==> config.mk <==
export PLATFORM = sky130hd
export DESIGN_NAME = dhcp_message_type_finder_flat
export DESIGN_NICKNAME = d
export VERILOG_FILES = /design/src/rtl/dmtf_pkg.sv /design/src/rtl/dmtf_byte_if.sv /design/src/rtl/dmtf_result_if.sv /design/src/rtl/dhcp_message_type_finder.sv /design/src/rtl/dmtf_parser.sv /design/src/rtl/dmtf_result_buf.sv /design/src/rtl/dmtf_in_stage.sv /design/src/flat_wrapper.sv
export SDC_FILE = /design/constraint.sdc
export NUM_CORES = 1
export LEC_CHECK = 0
export ABC_CLOCK_PERIOD_IN_PS = 4380
export BUFFER_PORTS_ARGS = -buffer_cell sky130_fd_sc_hd__buf_4
export CORE_UTILIZATION = 50
export DETAILED_ROUTE_END_ITERATION = 12
export GPL_TIMING_DRIVEN = 0
export PLACE_DENSITY = 0.68
export SLEW_MARGIN = 20
export SYNTH_ARGS = -nofsm -noshare
export SYNTH_HDL_FRONTEND = slang
export SYNTH_SLANG_ARGS = --single-unit
==> constraint.sdc <==
create_clock -name clk -period 4.38 [get_ports clk]
set_input_delay 0.219 -clock clk [delete_from_list [all_inputs] [get_ports clk]]
set_output_delay 0.219 -clock clk [all_outputs]
set_load 0.005 [all_outputs]
==> src/rtl/dmtf_pkg.sv <==
// Package for the DHCP message-type finder: phase and verdict codes,
// option codes, the magic cookie table and the item structs.
// No dependencies; the RTL modules refer to it by scoped names, the testbench imports it.
`timescale 1ns / 1ps
`default_nettype none

package dmtf_pkg;

    typedef enum logic [2:0] {
        PH_COOKIE = 3'd0,
        PH_CODE   = 3'd1,
        PH_LEN    = 3'd2,
        PH_SKIP   = 3'd3,
        PH_VALUE  = 3'd4,
        PH_DONE   = 3'd5
    } phase_t;

    typedef enum logic [2:0] {
        V_NONE      = 3'd0,
        V_OFFER     = 3'd1,
        V_ACK       = 3'd2,
        V_NAK       = 3'd3,
        V_OTHER     = 3'd4,
        V_BADCOOKIE = 3'd5
    } verdict_t;

    localparam logic [7:0] OPT_PAD      = 8'd0;
    localparam logic [7:0] OPT_END      = 8'd255;
    localparam logic [7:0] OPT_MSG_TYPE = 8'd53;
    localparam logic [7:0] TYPE_LEN     = 8'd1;

    localparam logic [7:0] TYPE_OFFER = 8'd2;
    localparam logic [7:0] TYPE_ACK   = 8'd5;
    localparam logic [7:0] TYPE_NAK   = 8'd6;

    localparam logic [7:0] COOKIE_0 = 8'h63;
    localparam logic [7:0] COOKIE_1 = 8'h82;
    localparam logic [7:0] COOKIE_2 = 8'h53;
    localparam logic [7:0] COOKIE_3 = 8'h63;

    typedef struct packed {
        logic [7:0] opt_byte;
        logic       last_byte;
    } in_item_t;

    typedef struct packed {
        verdict_t   verdict;
        logic [7:0] type_value;
    } result_t;

    function automatic logic [7:0] cookie_byte(input logic [1:0] idx);
        logic [7:0] b;
        case (idx)
            2'd0:    b = COOKIE_0;
            2'd1:    b = COOKIE_1;
            2'd2:    b = COOKIE_2;
            default: b = COOKIE_3;
        endcase
        return b;
    endfunction

    function automatic verdict_t classify(input logic [7:0] v);
        verdict_t r;
        case (v)
            TYPE_OFFER: r = V_OFFER;
            TYPE_ACK:   r = V_ACK;
            TYPE_NAK:   r = V_NAK;
            default:    r = V_OTHER;
        endcase
        return r;
    endfunction

endpackage

`default_nettype wire

==> src/rtl/dmtf_byte_if.sv <==
// Request channel carrying one options byte and its last-byte flag.
// Depends on nothing.
`timescale 1ns / 1ps
`default_nettype none

interface dmtf_byte_if;
    logic       valid;
    logic       ready;
    logic [7:0] opt_byte;
    logic       last_byte;

    modport source (output valid, output opt_byte, output last_byte, input ready);
    modport sink   (input valid, input opt_byte, input last_byte, output ready);
endinterface

`default_nettype wire

==> src/rtl/dmtf_result_if.sv <==
// Result channel carrying the verdict and the message type value.
// Depends on nothing.
`timescale 1ns / 1ps
`default_nettype none

interface dmtf_result_if;
    logic       valid;
    logic       ready;
    logic [2:0] verdict;
    logic [7:0] type_value;

    modport source (output valid, output verdict, output type_value, input ready);
    modport sink   (input valid, input verdict, input type_value, output ready);
endinterface

`default_nettype wire

==> src/rtl/dhcp_message_type_finder.sv <==
// DHCP message-type finder.
// byte_in takes one options byte per request (cookie first), with
// last_byte set on the final byte of the field. result_out gives one
// request per field: the verdict (none, offer, ack, nak, other type,
// bad cookie) and the message type value, 0 where none was found.
// A byte passes through an input register, is parsed from there,
// and a result enters a two-entry output buffer, whose fill count
// drives result_out.valid.
// Throughput is one byte per cycle unless a last byte waits for buffer
// room; the per-byte state update of the option walker sets that figure.
// While the receiver stalls, results wait in the output buffer; once
// it holds two, a last byte waits in the input register and byte_in
// drops ready. Plain bytes keep flowing until a last byte reaches the
// input register while the buffer is full.
// Reset clears the parser to the cookie check and empties both stages.
// After each last byte the parser returns to the cookie check.
// Depends on dmtf_pkg, the channel interfaces, dmtf_in_stage,
// dmtf_parser and dmtf_result_buf.
`timescale 1ns / 1ps
`default_nettype none

module dhcp_message_type_finder (
    input  wire logic      clk,
    input  wire logic      rst_n,
    dmtf_byte_if.sink      byte_in,
    dmtf_result_if.source  result_out
);

    logic               item_valid;
    dmtf_pkg::in_item_t item;
    logic               item_take;
    logic               buf_ready;
    logic               res_push;
    dmtf_pkg::result_t  res;

    // Drop a plain byte at once; a last byte waits for room in the buffer.
    assign item_take = item_valid && (!item.last_byte || buf_ready);
    assign res_push  = item_valid && item.last_byte;

    dmtf_in_stage u_in_stage (
        .clk        (clk),
        .rst_n      (rst_n),
        .byte_in    (byte_in),
        .item_valid (item_valid),
        .item       (item),
        .item_take  (item_take)
    );

    dmtf_parser u_parser (
        .clk   (clk),
        .rst_n (rst_n),
        .take  (item_take),
        .item  (item),
        .res   (res)
    );

    dmtf_result_buf u_result_buf (
        .clk        (clk),
        .rst_n      (rst_n),
        .push_valid (res_push),
        .push_ready (buf_ready),
        .push_data  (res),
        .res_out    (result_out)
    );

`ifndef SYNTHESIS
    assert property (@(posedge clk) disable iff (!rst_n)
        result_out.valid |-> (result_out.verdict != 3'd6 && result_out.verdict != 3'd7))
    else $error("verdict code out of range");

    assert property (@(posedge clk) disable iff (!rst_n)
        (result_out.valid && (result_out.verdict == dmtf_pkg::V_NONE
                              || result_out.verdict == dmtf_pkg::V_BADCOOKIE))
        |-> (result_out.type_value == 8'd0))
    else $error("type value set without a type option");

    assert property (@(posedge clk) disable iff (!rst_n)
        !byte_in.ready |-> (item_valid && item.last_byte && !buf_ready))
    else $error("byte channel stalled without a full result buffer");

    assert property (@(posedge clk) disable iff (!rst_n)
        (res_push && buf_ready) |=> result_out.valid)
    else $error("result lost after push");
`endif

endmodule

`default_nettype wire

==> src/rtl/dmtf_parser.sv <==
// Option walker: cookie check, code/length/value skipping and the
// message type decision, one byte per step. Depends on dmtf_pkg.
`timescale 1ns / 1ps
`default_nettype none

module dmtf_parser (
    input  wire logic              clk,
    input  wire logic              rst_n,
    input  wire logic              take,
    input  wire dmtf_pkg::in_item_t item,
    output dmtf_pkg::result_t      res
);

    dmtf_pkg::phase_t   phase_reg, phase_next, step_phase;
    logic [2:0]         cookie_idx_reg, cookie_idx_next, step_cookie_idx;
    logic [7:0]         skip_reg, skip_next, step_skip;
    logic               is_type_reg, is_type_next, step_is_type;
    dmtf_pkg::verdict_t verdict_reg, verdict_next, step_verdict;
    logic [7:0]         type_reg, type_next, step_type;
    logic [7:0]         b;
    logic [2:0]         cookie_inc;
    logic [7:0]         skip_dec;

    assign b          = item.opt_byte;
    assign cookie_inc = cookie_idx_reg + 3'd1;
    assign skip_dec   = skip_reg - 8'd1;

    // Next state: advance by one byte, then fall back to reset after the last one.
    always_comb
    begin
        step_phase      = phase_reg;
        step_cookie_idx = cookie_idx_reg;
        step_skip       = skip_reg;
        step_is_type    = is_type_reg;
        step_verdict    = verdict_reg;
        step_type       = type_reg;
        case (phase_reg)
            dmtf_pkg::PH_COOKIE:
            begin
                if (b != dmtf_pkg::cookie_byte(cookie_idx_reg[1:0]))
                begin
                    step_verdict = dmtf_pkg::V_BADCOOKIE;
                    step_type    = 8'd0;
                    step_phase   = dmtf_pkg::PH_DONE;
                end
                else
                begin
                    step_cookie_idx = cookie_inc;
                    if (cookie_inc[2])
                    begin
                        step_phase = dmtf_pkg::PH_CODE;
                    end
                end
            end
            dmtf_pkg::PH_CODE:
            begin
                if (b == dmtf_pkg::OPT_END)
                begin
                    step_verdict = dmtf_pkg::V_NONE;
                    step_type    = 8'd0;
                    step_phase   = dmtf_pkg::PH_DONE;
                end
                else if (b != dmtf_pkg::OPT_PAD)
                begin
                    step_is_type = (b == dmtf_pkg::OPT_MSG_TYPE);
                    step_phase   = dmtf_pkg::PH_LEN;
                end
            end
            dmtf_pkg::PH_LEN:
            begin
                if (is_type_reg && b == dmtf_pkg::TYPE_LEN)
                begin
                    step_phase = dmtf_pkg::PH_VALUE;
                end
                else if (b == 8'd0)
                begin
                    step_phase = dmtf_pkg::PH_CODE;
                end
                else
                begin
                    step_skip  = b;
                    step_phase = dmtf_pkg::PH_SKIP;
                end
            end
            dmtf_pkg::PH_SKIP:
            begin
                step_skip = skip_dec;
                if (skip_dec == 8'd0)
                begin
                    step_phase = dmtf_pkg::PH_CODE;
                end
            end
            dmtf_pkg::PH_VALUE:
            begin
                step_type    = b;
                step_verdict = dmtf_pkg::classify(b);
                step_phase   = dmtf_pkg::PH_DONE;
            end
            default:
            begin
                step_phase = phase_reg;
            end
        endcase

        if (item.last_byte)
        begin
            phase_next      = dmtf_pkg::PH_COOKIE;
            cookie_idx_next = 3'd0;
            skip_next       = 8'd0;
            is_type_next    = 1'b0;
            verdict_next    = dmtf_pkg::V_NONE;
            type_next       = 8'd0;
        end
        else
        begin
            phase_next      = step_phase;
            cookie_idx_next = step_cookie_idx;
            skip_next       = step_skip;
            is_type_next    = step_is_type;
            verdict_next    = step_verdict;
            type_next       = step_type;
        end
    end

    // Outputs: verdict as it stands once this byte is taken.
    always_comb
    begin
        case (step_phase)
            dmtf_pkg::PH_COOKIE:
            begin
                res.verdict    = dmtf_pkg::V_BADCOOKIE;
                res.type_value = 8'd0;
            end
            dmtf_pkg::PH_DONE:
            begin
                res.verdict    = step_verdict;
                res.type_value = step_type;
            end
            default:
            begin
                res.verdict    = dmtf_pkg::V_NONE;
                res.type_value = 8'd0;
            end
        endcase
    end

    always_ff @(posedge clk or negedge rst_n)
    begin
        if (!rst_n)
        begin
            phase_reg      <= dmtf_pkg::PH_COOKIE;
            cookie_idx_reg <= 3'd0;
            skip_reg       <= 8'd0;
            is_type_reg    <= 1'b0;
            verdict_reg    <= dmtf_pkg::V_NONE;
            type_reg       <= 8'd0;
        end
        else if (take)
        begin
            phase_reg      <= phase_next;
            cookie_idx_reg <= cookie_idx_next;
            skip_reg       <= skip_next;
            is_type_reg    <= is_type_next;
            verdict_reg    <= verdict_next;
            type_reg       <= type_next;
        end
    end

endmodule

`default_nettype wire

==> src/rtl/dmtf_result_buf.sv <==
// Two-entry result buffer; its ready depends only on its own fill count.
// Depends on dmtf_pkg.
`timescale 1ns / 1ps
`default_nettype none

module dmtf_result_buf (
    input  wire logic              clk,
    input  wire logic              rst_n,
    input  wire logic              push_valid,
    output logic                   push_ready,
    input  wire dmtf_pkg::result_t push_data,
    dmtf_result_if.source          res_out
);

    logic [1:0]        count_reg, count_next;
    dmtf_pkg::result_t head_reg, head_next;
    dmtf_pkg::result_t tail_reg, tail_next;
    logic              push, pop;

    assign push_ready = (count_reg != 2'd2);
    assign push       = push_valid && push_ready;
    assign pop        = res_out.valid && res_out.ready;

    assign res_out.valid      = (count_reg != 2'd0);
    assign res_out.verdict    = head_reg.verdict;
    assign res_out.type_value = head_reg.type_value;

    always_comb
    begin
        count_next = count_reg;
        head_next  = head_reg;
        tail_next  = tail_reg;
        if (push && !pop)
        begin
            count_next = count_reg + 2'd1;
            if (count_reg == 2'd0)
            begin
                head_next = push_data;
            end
            else
            begin
                tail_next = push_data;
            end
        end
        else if (pop && !push)
        begin
            count_next = count_reg - 2'd1;
            head_next  = tail_reg;
        end
        else if (push && pop)
        begin
            // Both sides move: the old head leaves, the new request takes its place.
            if (count_reg == 2'd1)
            begin
                head_next = push_data;
            end
            else
            begin
                head_next = tail_reg;
                tail_next = push_data;
            end
        end
    end

    always_ff @(posedge clk or negedge rst_n)
    begin
        if (!rst_n)
        begin
            count_reg <= 2'd0;
        end
        else
        begin
            count_reg <= count_next;
        end
    end

    always_ff @(posedge clk)
    begin
        head_reg <= head_next;
        tail_reg <= tail_next;
    end

endmodule

`default_nettype wire

==> src/rtl/dmtf_in_stage.sv <==
// Input register for the byte channel; holds one request until the
// parser takes it. Depends on dmtf_pkg and dmtf_byte_if.
`timescale 1ns / 1ps
`default_nettype none

module dmtf_in_stage (
    input  wire logic          clk,
    input  wire logic          rst_n,
    dmtf_byte_if.sink          byte_in,
    output logic               item_valid,
    output dmtf_pkg::in_item_t item,
    input  wire logic          item_take
);

    logic               valid_reg, valid_next;
    dmtf_pkg::in_item_t item_reg, item_next;
    logic               load;

    assign byte_in.ready = !valid_reg || item_take;
    assign load          = byte_in.valid && byte_in.ready;
    assign item_valid    = valid_reg;
    assign item          = item_reg;

    always_comb
    begin
        valid_next = valid_reg;
        item_next  = item_reg;
        if (load)
        begin
            valid_next          = 1'b1;
            item_next.opt_byte  = byte_in.opt_byte;
            item_next.last_byte = byte_in.last_byte;
        end
        else if (item_take)
        begin
            valid_next = 1'b0;
        end
    end

    always_ff @(posedge clk or negedge rst_n)
    begin
        if (!rst_n)
        begin
            valid_reg <= 1'b0;
        end
        else
        begin
            valid_reg <= valid_next;
        end
    end

    always_ff @(posedge clk)
    begin
        item_reg <= item_next;
    end

endmodule

`default_nettype wire

==> src/flat_wrapper.sv <==
// flat-port wrapper written by rule: the top's interface ports become plain ports
module dhcp_message_type_finder_flat 
  (clk, rst_n, byte_in_valid, byte_in_opt_byte, byte_in_last_byte, byte_in_ready, result_out_valid, result_out_verdict, result_out_type_value, result_out_ready);
  dmtf_byte_if byte_in_i ();
  dmtf_result_if result_out_i ();
  input  wire logic clk;
  input  wire logic rst_n;
  input wire logic [$bits(byte_in_i.valid)-1:0] byte_in_valid;
  input wire logic [$bits(byte_in_i.opt_byte)-1:0] byte_in_opt_byte;
  input wire logic [$bits(byte_in_i.last_byte)-1:0] byte_in_last_byte;
  output wire logic [$bits(byte_in_i.ready)-1:0] byte_in_ready;
  output wire logic [$bits(result_out_i.valid)-1:0] result_out_valid;
  output wire logic [$bits(result_out_i.verdict)-1:0] result_out_verdict;
  output wire logic [$bits(result_out_i.type_value)-1:0] result_out_type_value;
  input wire logic [$bits(result_out_i.ready)-1:0] result_out_ready;
  assign byte_in_i.valid = byte_in_valid;
  assign byte_in_i.opt_byte = byte_in_opt_byte;
  assign byte_in_i.last_byte = byte_in_last_byte;
  assign byte_in_ready = byte_in_i.ready;
  assign result_out_valid = result_out_i.valid;
  assign result_out_verdict = result_out_i.verdict;
  assign result_out_type_value = result_out_i.type_value;
  assign result_out_i.ready = result_out_ready;
  dhcp_message_type_finder u_core (.clk(clk), .rst_n(rst_n), .byte_in(byte_in_i), .result_out(result_out_i));
endmodule
# After elaboration in Yosys (flattened, before gate mapping)

Cells that the tools add are included.

$add $sub $neg: 4
Eq/ne operators: 24
Mux-type cells: 46
Reductions and logical operators: 35

Operator list:

| kind                  | number |
|---|---|
| $mux W11              | 10 |
| $mux W8               | 7 |
| $mux W3               | 13 |
| $pmux W8 S2           | 2 |
| $pmux W8 S3           | 1 |
| $pmux W11 S2          | 1 |
| $pmux W3 S3           | 2 |
| $eq A8 B3 Y1 const B  | 2 |
| $logic_not A8 Y1      | 2 |
| $pmux W3 S5           | 1 |
| $reduce_bool A2 Y1    | 7 |
| $reduce_and A4 Y1     | 3 |
| $logic_and A1 B1 Y1   | 9 |
| $eq A8 B1 Y1 const B  | 1 |
| $eq A8 B2 Y1 const B  | 1 |
| $eq A8 B6 Y1 const B  | 1 |
| $eq A8 B8 Y1 const B  | 1 |
| $ne A2 B2 Y1 const B  | 4 |
| $ne A8 B8 Y1          | 1 |
| $reduce_bool A8 Y1    | 1 |
| $sub A8 B1 Y8 const B | 1 |
| $eq A3 B2 Y1 const B  | 2 |
| $eq A3 B3 Y1 const B  | 2 |
| $logic_not A3 Y1      | 2 |
| other kinds (16)      | 32 |

Register bits after elaboration: 60
Bits of input ports: 13
Word-level logic and storage cells: 123

# Logic depth before layout (Yosys ltp)

Gate-level depths: netlist (run 1).

Word-level depth: 12
Gate-level depth with buffers: 11
Mapped depth without buffers: 11

# Cells and area by module

A second synthesis (run 1) with hierarchy kept.

Cells, all modules: 313
Area, all modules: 3325.7 µm²

By module, submodules not included:

| module                   | times used | cells an instance | area an instance (µm²) | seq. area each (µm²) |
|---|---|---|---|---|
| dmtf_parser              | 1          | 234               | 1949.4                 | 650.6 |
| dmtf_result_buf          | 1          | 63                | 1034.7                 | 710.7 |
| dmtf_in_stage            | 1          | 13                | 324.1                  | 295.3 |
| dhcp_message_type_finder | 1          | 3                 | 17.5                   | 0.0 |

# Worst setup path before layout (run 1)

Ideal clock, no wire load.

Path type: reg-to-reg
Start: register u_core.u_result_buf.count_reg[0]
End: register u_core.u_result_buf.tail_reg[0] (netlist name) (enable)
Data arrival time: 2.479 ns
Data required time: 3.983 ns
Setup slack: 1.505 ns
Cell stages (with the launch flop): 9
Path buffers: 0
Period minus slack after synthesis: 2.875 ns
Cell sequence: dfrtp_1 -> inv_1 -> ha_1 -> a21boi_0 -> nand2_1 -> inv_1 -> ha_1 -> nor2b_1 -> a211oi_1

Longest elaborated chain between the ends: 6
Elaborated cells on any way between the ends: 16
Classes of those cells: eq/ne: 5; reduce/logical: 11

RTL lines:

| what                                                                | RTL line                                     | text |
|---|---|---|
| start: declaration                                                  | dmtf_result_buf.sv:15                        | `logic [1:0] count_reg, count_next;` |
| start signal: assignment                                            | dmtf_result_buf.sv:73                        | `count_reg <= count_next;` |
| $ne A2 B2 Y1 / $reduce_bool A2 Y1 (equally long branches)           | dmtf_result_buf.sv:20, dmtf_result_buf.sv:24 |  |
| $logic_and A1 B1 Y1 (on tied branches)                              | dmtf_result_buf.sv:21, dmtf_result_buf.sv:22 |  |
| $logic_not A1 Y1 (on tied branches)                                 | dmtf_result_buf.sv:45, dmtf_result_buf.sv:33 |  |
| $logic_and A1 B1 Y1 (on tied branches)                              | dmtf_result_buf.sv:45, dmtf_result_buf.sv:33 |  |
| $ne A2 B2 Y1 (no line) / $reduce_bool A2 Y1 (equally long branches) | n/a                                          |  |
| $reduce_and A4 Y1 (no line) *                                       | n/a                                          |  |
| end signal: assignment                                              | dmtf_result_buf.sv:80                        | `tail_reg <= tail_next;` |
| end: declaration                                                    | dmtf_result_buf.sv:17                        | `dmtf_pkg::result_t tail_reg, tail_next;` |

Mark *: on every way between the ends. The rest lies on a longest branch, timed or not.
A chain may end at the register's enable or synchronous reset.

==> impl_metrics.csv, run 1 <==
group,metric,value,unit
critical_path,r2r_cells,10,
clock_network,post_cts_buffers,0,
routing,dr.pass1.iters,8,
critical_path,critPathKind,"register to register",
logic_synthesis,synthTopCellsByCount,"37 x nand2_1, 31 x edfxtp_1, 29 x dfrtp_1, 29 x nor2_1, 20 x o21ai_1",
critical_path,path_common_cell,"inv_1",
critical_path,start_kind,"register",
run,drv_cap,0,
sta,hold_violations,0,
floorplan,fp.dieH,83.9,um
sta,setup_viol,0,
logic_synthesis,syn-cell-area,3350,um2
floorplan,fp.coreArea,6420,um2
floorplan,die_w,83.9,um
critical_path,slowest_delay,0.66,ns
clock_network,cts_tree,"yes",
critical_path,end_kind,"register",
routing,routed_via_density,5.89,
routing,wire_per_inst,17.3,um
pwr,ir_worst_vdd,0.297,mV
critical_path,r2r-end,"u_core.u_result_buf.res_out.type_value[4]$_DFFE_PP_",
hold_path,min_to,"u_core.u_in_stage.item[0]$_DFFE_PP_",
global_routing,grt_first_pass_wirelength,13.2,mm
global_routing,grt_max_degree,30,
sta,period_needed,3.13,ns
critical_path,crit_chain,"inv_1 > ha_1 > a21boi_0 > nand2_1 > inv_1 > ha_1 > a21oi_1 > inv_1 > o2111ai_2 > o21ai_1",
logic_synthesis,synth_seq_cells,60,
sta,fin_crit_sh,0.715,
logic_synthesis,synth-edff-count,31,
critical_path,reg2reg_from,"u_core.u_result_buf.count_reg[0]$_DFFE_PN0P_",
run_status,status,"finished, violations left",
run_status,violations,"DRC",
sta,tns,0,ns
global_routing,grt_usage,0.246,
hold_path,min_path_cells,1,
hold_path,hp-start,"byte_in_last_byte",
final_layout,postLayoutCoreUtil,0.602,
critical_path,cp.arrival,3.33,ns
logic_synthesis,synthCells,340,
critical_path,critPathSlowestCell,"a21boi_0",
final_layout,syn2layout_area_growth,15.3,%
floorplan,die_area,7040,um2
clock_network,clk_latency,0.36,ns
clock_network,root_buffer,"clkbuf_8",
floorplan,start_util,0.522,
final_layout,nets,402,
global_routing,grt_pass1_vias,2601,
sta,max_freq,319,MHz
final_layout,n_fill_cell,565,
global_routing,antenna_found_initial,0,
clock_network,clkSinkCount,60,
place,place_congestion,0.955,
clock_network,ctsHoldBuffers,1,
floorplan,ioPinCount,26,
clock_network,cts.path.max_buffers,2,
hold_path,hold_class,"input pin to register",
critical_path,crit_required,4.57,ns
clock_network,ctsResizeCount,0,
sta,clock_skew,0.00870,ns
logic_synthesis,synth_cell_types,64,
routing,drt-total-wl,7.96,mm
place,place_hpwl,5.59,mm
logic_synthesis,synth_area_leaders,"edfxtp_1 28%, dfrtp_1 22%, nand2_1 4.1%, ha_1 3.7%, nor2_1 3.2%",
final_layout,layout-drive-gt1-share,0.159,
logic_synthesis,syn_avg_cell_area,9.86,um2
place,io_buffers,25,
logic_synthesis,yosys_warnings,0,
clock_network,cts.clk_slew.worst_paths,0.07,ns
logic_synthesis,ys.flop_type,"edfxtp_1",
routing,vias,2717,
floorplan,num_rows,29,
logic_synthesis,syn_nets,363,
clock_network,cts-buffers-inserted,9,
logic_synthesis,yosysSeqAreaShare,0.494,
sta,rsz0062_at_grt,"no",
critical_path,regToRegSetupSlack,1.25,ns
sta,relSlewSlack,0.464,
routing,ant_nets,0,
critical_path,cp_max_fo,9,
sta,final-max-slew-violation-count,0,
logic_synthesis,synth_top_area_frac,0.278,
global_routing,overflow,0,
logic_synthesis,yosysTopAreaCell,"edfxtp_1",
routing,first_iter_violations,194,
sta,worstMarginPinSlew,0.797,ns
final_layout,largest_reg_flops,11,
pwr,p_leak,1.51,nW
pwr,p_per_area,639,nW/um2
routing,drc,4,
logic_synthesis,yosysMostFrequentCell,"nand2_1",
final_layout,antennaDiodeCount,0,
clock_network,cts-htree-levels,3,
logic_synthesis,async_flop_share,0.483,
worst max-delay path: cells and delay by family (launching register included):
kind	cells	cell delay, ns
AOI/OAI and AO/OA	4	1.35
adders and majority gates	2	0.49
DFF	1	0.39
and+or+nand+nor	1	0.38
buffers and inverters	3	0.36
worst max path at each step:
stage                                                                     end  cells past startpoint                                         start  slack (ns)
after floorplan                     u_core.u_result_buf.tail_reg[0]$_DFFE_PP_                      8  u_core.u_result_buf.count_reg[0]$_DFFE_PN0P_        1.50
after global routing      u_core.u_result_buf.res_out.type_value[4]$_DFFE_PP_                     10  u_core.u_result_buf.count_reg[0]$_DFFE_PN0P_        1.02
final                     u_core.u_result_buf.res_out.type_value[4]$_DFFE_PP_                     10  u_core.u_result_buf.count_reg[0]$_DFFE_PN0P_        1.25
after CTS                 u_core.u_result_buf.res_out.type_value[4]$_DFFE_PP_                     10  u_core.u_result_buf.count_reg[0]$_DFFE_PN0P_        1.29
after detailed placement  u_core.u_result_buf.res_out.type_value[4]$_DFFE_PP_                     10  u_core.u_result_buf.count_reg[0]$_DFFE_PN0P_        1.26
after global placement              u_core.u_result_buf.tail_reg[7]$_DFFE_PP_                      8  u_core.u_result_buf.count_reg[0]$_DFFE_PN0P_        0.53
area by class of cell:
cell class                 instances  area [um2]  area share
clock buffer                       9         124      0.0320
timing repair buffer              28         213      0.0550
buffer                            24         116      0.0301
clock inverter                     7        76.3      0.0197
tap                               77        96.3      0.0249
sequential                        60        1660       0.428
multi-input combinational        239        1520       0.393
inverter                          17        63.8      0.0165
metrics by stage:
| step | instance area (um2) | std cells | hold slack (ns) | total power, mW | setup slack, ns |
|---|---|---|---|---|---|
| after global placement | 3640 | 442 | 0.179 | 1.93 | 0.535 |
| after CTS | 3870 | 461 | 0.0272 | 2.47 | 1.29 |
| after detailed placement | 3660 | 444 | 0.178 | 1.96 | 1.26 |
| after floorplan | 3350 | 340 | -0.0766 | 1.63 | 1.50 |
| final | 3870 | 461 | 0.0353 | 2.47 | 1.25 |
| after global routing | 3870 | 461 | 0.0281 | 2.64 | 1.02 |
report_power, final:
part	switching, mW	internal, mW
sequential	0.0940	0.796
combinational	0.657	0.415
clock	0.245	0.265
cell families (layout without fill, tap and decap cells):
group	count (synthesis)	count (layout)	synth area share
fa+ha+maj	10	10	0.0373
xor+xnor	8	8	0.0209
flops	60	60	0.494
simple gates	115	115	0.174
compound gates	102	102	0.207
mux	4	4	0.0127
buf+inv	41	85	0.0537
per-layer routing:
layer / vias to the layer above / routed length (um) / track usage
met2: 91 / 3780 / 0.389
li1: 1328 / - / -
met1: 1277 / 3510 / 0.321
met4: 0 / 242 / 0.133
met3: 21 / 418 / 0.0435
met5: - / 0 / 0
placed cells by master, fill, tap and decap left out, types with 3 or more instances in the layout:
cell type	n
nand2_1	37
o21ai_0	18
xor2_1	3
a22oi_1	14
a21oi_1	12
o31ai_1	4
edfxtp_1	31
xnor2_1	5
o21a_1	3
and2_1	3
nor3b_1	3
o21ai_1	21
ha_1	10
clkbuf_1	17
buf_4	29
nor3_1	11
dfrtp_1	29
nor4_1	4
clkbuf_8	9
nand3_1	3
nand2b_1	4
nor2b_1	3
inv_1	17
buf_2	3
nor2_1	29
No activity file was read; power rests on OpenSTA's default activity.
==> run 2, diff against run 1 <==
Settings changed: ABC_AREA set to 1, ABC_CLOCK_PERIOD_IN_PS 4380 to 3200.
Clock period 4.38 ns to 3.2 ns, I/O delays scaled along.
==> run 2 against run 1 <==
Global-route usage shrank 0.63 points; largest cell class unchanged; critical endpoint is now u_core.u_result_buf.res_out.type_value[0]$_DFFE_PP_; synthesized area shrank 4.1%; the flow now finishes without violations; flip-flop and latch count is the same.
==> impl_metrics.csv, run 2 <==
group,metric,value,unit
run_status,status,"finished clean",
routing,wire_per_inst,14.0,um
sta,hold_violations,0,
clock_network,cts_tree,"yes",
sta,tns,0,ns
logic_synthesis,synth_area_leaders,"edfxtp_1 29%, dfrtp_1 23%, nand2_1 9.6%, inv_1 6.1%, nor2_1 4.8%",
place,dpl_cell_area,3500,um2
critical_path,reg2reg_from,"u_core.u_result_buf.count_reg[0]$_DFFE_PN0P_",
final_layout,postLayoutCoreUtil,0.634,
routing,drt-total-wl,7.05,mm
critical_path,cp-startpoint,"u_core.u_result_buf.count_reg[0]$_DFFE_PN0P_",
logic_synthesis,yosysMostFrequentCell,"nand2_1",
place,io_buffers,25,
place,dp.cells,476,
floorplan,ioPinCount,26,
final_layout,syn2layout_area_growth,19.5,%
place,place_congestion,0.858,
critical_path,start_kind,"register",
critical_path,critPathSlowestCell,"nor3_1",
sta,worstMarginPinSlew,0.516,ns
clock_network,ctsResizeCount,0,
logic_synthesis,syn_nets,398,
sta,setup_viol,0,
clock_network,clk_latency,0.35,ns
sta,rsz0062_at_grt,"no",
clock_network,cts-buffers-inserted,9,
hold_path,hold_class,"input pin to register",
floorplan,num_rows,28,
sta,setup_slack,0.688,ns
logic_synthesis,synth_seq_cells,60,
critical_path,path_common_cell,"inv_1",
logic_synthesis,synthCells,375,
logic_synthesis,syn_avg_cell_area,8.57,um2
logic_synthesis,synth_cell_types,29,
sta,max_freq,398,MHz
sta,final-max-slew-violation-count,0,
pwr,total_power,3.55,mW
place,place_ws,0.724,ns
routing,ant_nets,0,
global_routing,grt_max_degree,30,
sta,period_needed,2.51,ns
floorplan,fp.coreArea,6060,um2
logic_synthesis,synth_top_area_frac,0.290,
sta,clock_skew,0.00681,ns
logic_synthesis,synth-edff-count,31,
pwr,p_per_area,923,nW/um2
place,place_hpwl,5.04,mm
final_layout,final_common_cell,"nand2_1",
routing,vias,2708,
critical_path,r2r-end,"u_core.u_result_buf.res_out.type_value[0]$_DFFE_PP_",
logic_synthesis,yosys_warnings,0,
final_layout,fin_cells,502,
critical_path,critPathKind,"register to register",
global_routing,grt_pass1_vias,2533,
routing,routed_via_density,5.39,
clock_network,root_buffer,"clkbuf_8",
clock_network,cts.path.max_buffers,2,
final_layout,largest_reg_flops,11,
clock_network,clkSinkCount,60,
global_routing,overflow,0,
logic_synthesis,yosysTopAreaCell,"edfxtp_1",
logic_synthesis,syn-cell-area,3210,um2
critical_path,cp_max_fo,10,
critical_path,r2r_cells,10,
final_layout,antennaDiodeCount,0,
critical_path,crit_path_end,"u_core.u_result_buf.res_out.type_value[0]$_DFFE_PP_",
critical_path,end_kind,"register",
sta,fin_crit_sh,0.785,
routing,drc,0,
global_routing,grt_first_pass_wirelength,11.9,mm
critical_path,crit_required,3.29,ns
routing,first_iter_violations,196,
clock_network,cts-htree-levels,3,
logic_synthesis,ys.flop_type,"edfxtp_1",
final_layout,final_cell_mix,"82 x nand2_1, 52 x inv_1, 41 x nor2_1, 31 x edfxtp_1, 29 x dfrtp_1",
sta,relSlewSlack,0.656,
critical_path,regToRegSetupSlack,0.69,ns
final_layout,nets,445,
critical_path,crit_chain,"inv_1 > ha_1 > nor3_1 > inv_1 > ha_1 > inv_1 > a21oi_1 > inv_1 > clkbuf_1 > a21oi_1",
clock_network,cts.clk_slew.worst_paths,0.07,ns
pwr,ir_worst_vdd,0.567,mV
floorplan,die_w,82.2,um
floorplan,die_area,6750,um2
logic_synthesis,yosysSeqAreaShare,0.515,
final_layout,layout-drive-gt1-share,0.145,
routing,dr.pass1.iters,5,
critical_path,slowest_delay,0.41,ns
pwr,p_leak,1.82,nW
floorplan,fp.dieH,82.2,um
floorplan,start_util,0.530,
run,drv_cap,0,
sta,fin_hold_ws,0.0327,ns
logic_synthesis,async_flop_share,0.483,
critical_path,cp.arrival,2.60,ns
final_layout,finish.instance_area,3840,um2
global_routing,grt_usage,0.240,
logic_synthesis,synthTopCellsByCount,"82 x nand2_1, 52 x inv_1, 41 x nor2_1",
global_routing,antenna_found_initial,0,
[run 2: changes by cell type after synthesis, moves of 12 or more]
cell	before	now
nand2_1	37	82
inv_1	17	52
nand3_1	3	28
o21ai_1	20	0
a22oi_1	14	0
clkbuf_1	17	3
nor2_1	29	41
[run 2: how the worst min path moves through the flow]
stage	startpoint	endpoint	slack, ns	cells past startpoint
6_report	byte_in_valid	u_core.u_in_stage.item_valid$_DFFE_PN0P_	0.03	3
5_1_grt	byte_in_valid	u_core.u_in_stage.item_valid$_DFFE_PN0P_	0.05	3
4_1_cts	byte_in_valid	u_core.u_in_stage.item_valid$_DFFE_PN0P_	0.03	3
3_5_place_dp	rst_n	u_core.u_parser.cookie_idx_reg[0]$_DFFE_PN0P_	0.11	1
3_3_place_gp	rst_n	u_core.u_parser.cookie_idx_reg[0]$_DFFE_PN0P_	0.11	1
2_1_floorplan	rst_n	u_core.u_in_stage.item_valid$_DFFE_PN0P_	-0.14	0
[run 2: layout make-up]
cell class / instances / area (um2)
Buffer: 7 / 46.3
Clock buffer: 9 / 124
Clock inverter: 7 / 115
Fill cell: 515 / 2220
Inverter: 54 / 203
Multi-Input combinational cell: 254 / 1310
Sequential cell: 60 / 1660
Tap cell: 75 / 93.8
Timing Repair Buffer: 36 / 295
[run 2: cell families (layout without fill, tap and decap cells)]
| kind of cell | Yosys count | count (layout) | share of synthesized area |
|---|---|---|---|
| and+or+nand+nor | 171 | 171 | 0.230 |
| AOI/OAI and AO/OA | 70 | 70 | 0.130 |
| buffers and inverters | 61 | 113 | 0.0775 |
| DFF | 60 | 60 | 0.515 |
| adders and majority gates | 10 | 10 | 0.0389 |
| xor gates and xnor gates | 3 | 3 | 0.00818 |
[run 2: layer usage]
metal	wire length [um]	part of all wire	up-vias	GRT usage
met2	3160	0.45	81	0.360
li1	-	-	1342	-
met5	0	0	-	0
met1	3350	0.48	1270	0.333
met3	371	0.053	15	0.0538
met4	164	0.023	0	0.0965
[run 2: power breakdown]
part           switching (mW)  internal [mW]
Combinational           0.914          0.553
Clock                   0.319          0.514
Sequential              0.138           1.11
Total                    1.37           2.18
[run 2: repair_timing]
action / 4_1_cts / 5_1_grt
endpoints found under the hold margin: 38 / 0
hold buffers: 10 / 0
setup buffers: 0 / 0
[run 2: critical path, delay by kind of cell, from the launching register on]
kind | cells | cell delay (ns)
AOI/OAI and AO/OA | 2 | 0.21
adders and majority gates | 2 | 0.48
buffers and inverters | 5 | 0.77
and+or+nand+nor | 1 | 0.41
DFF | 1 | 0.38
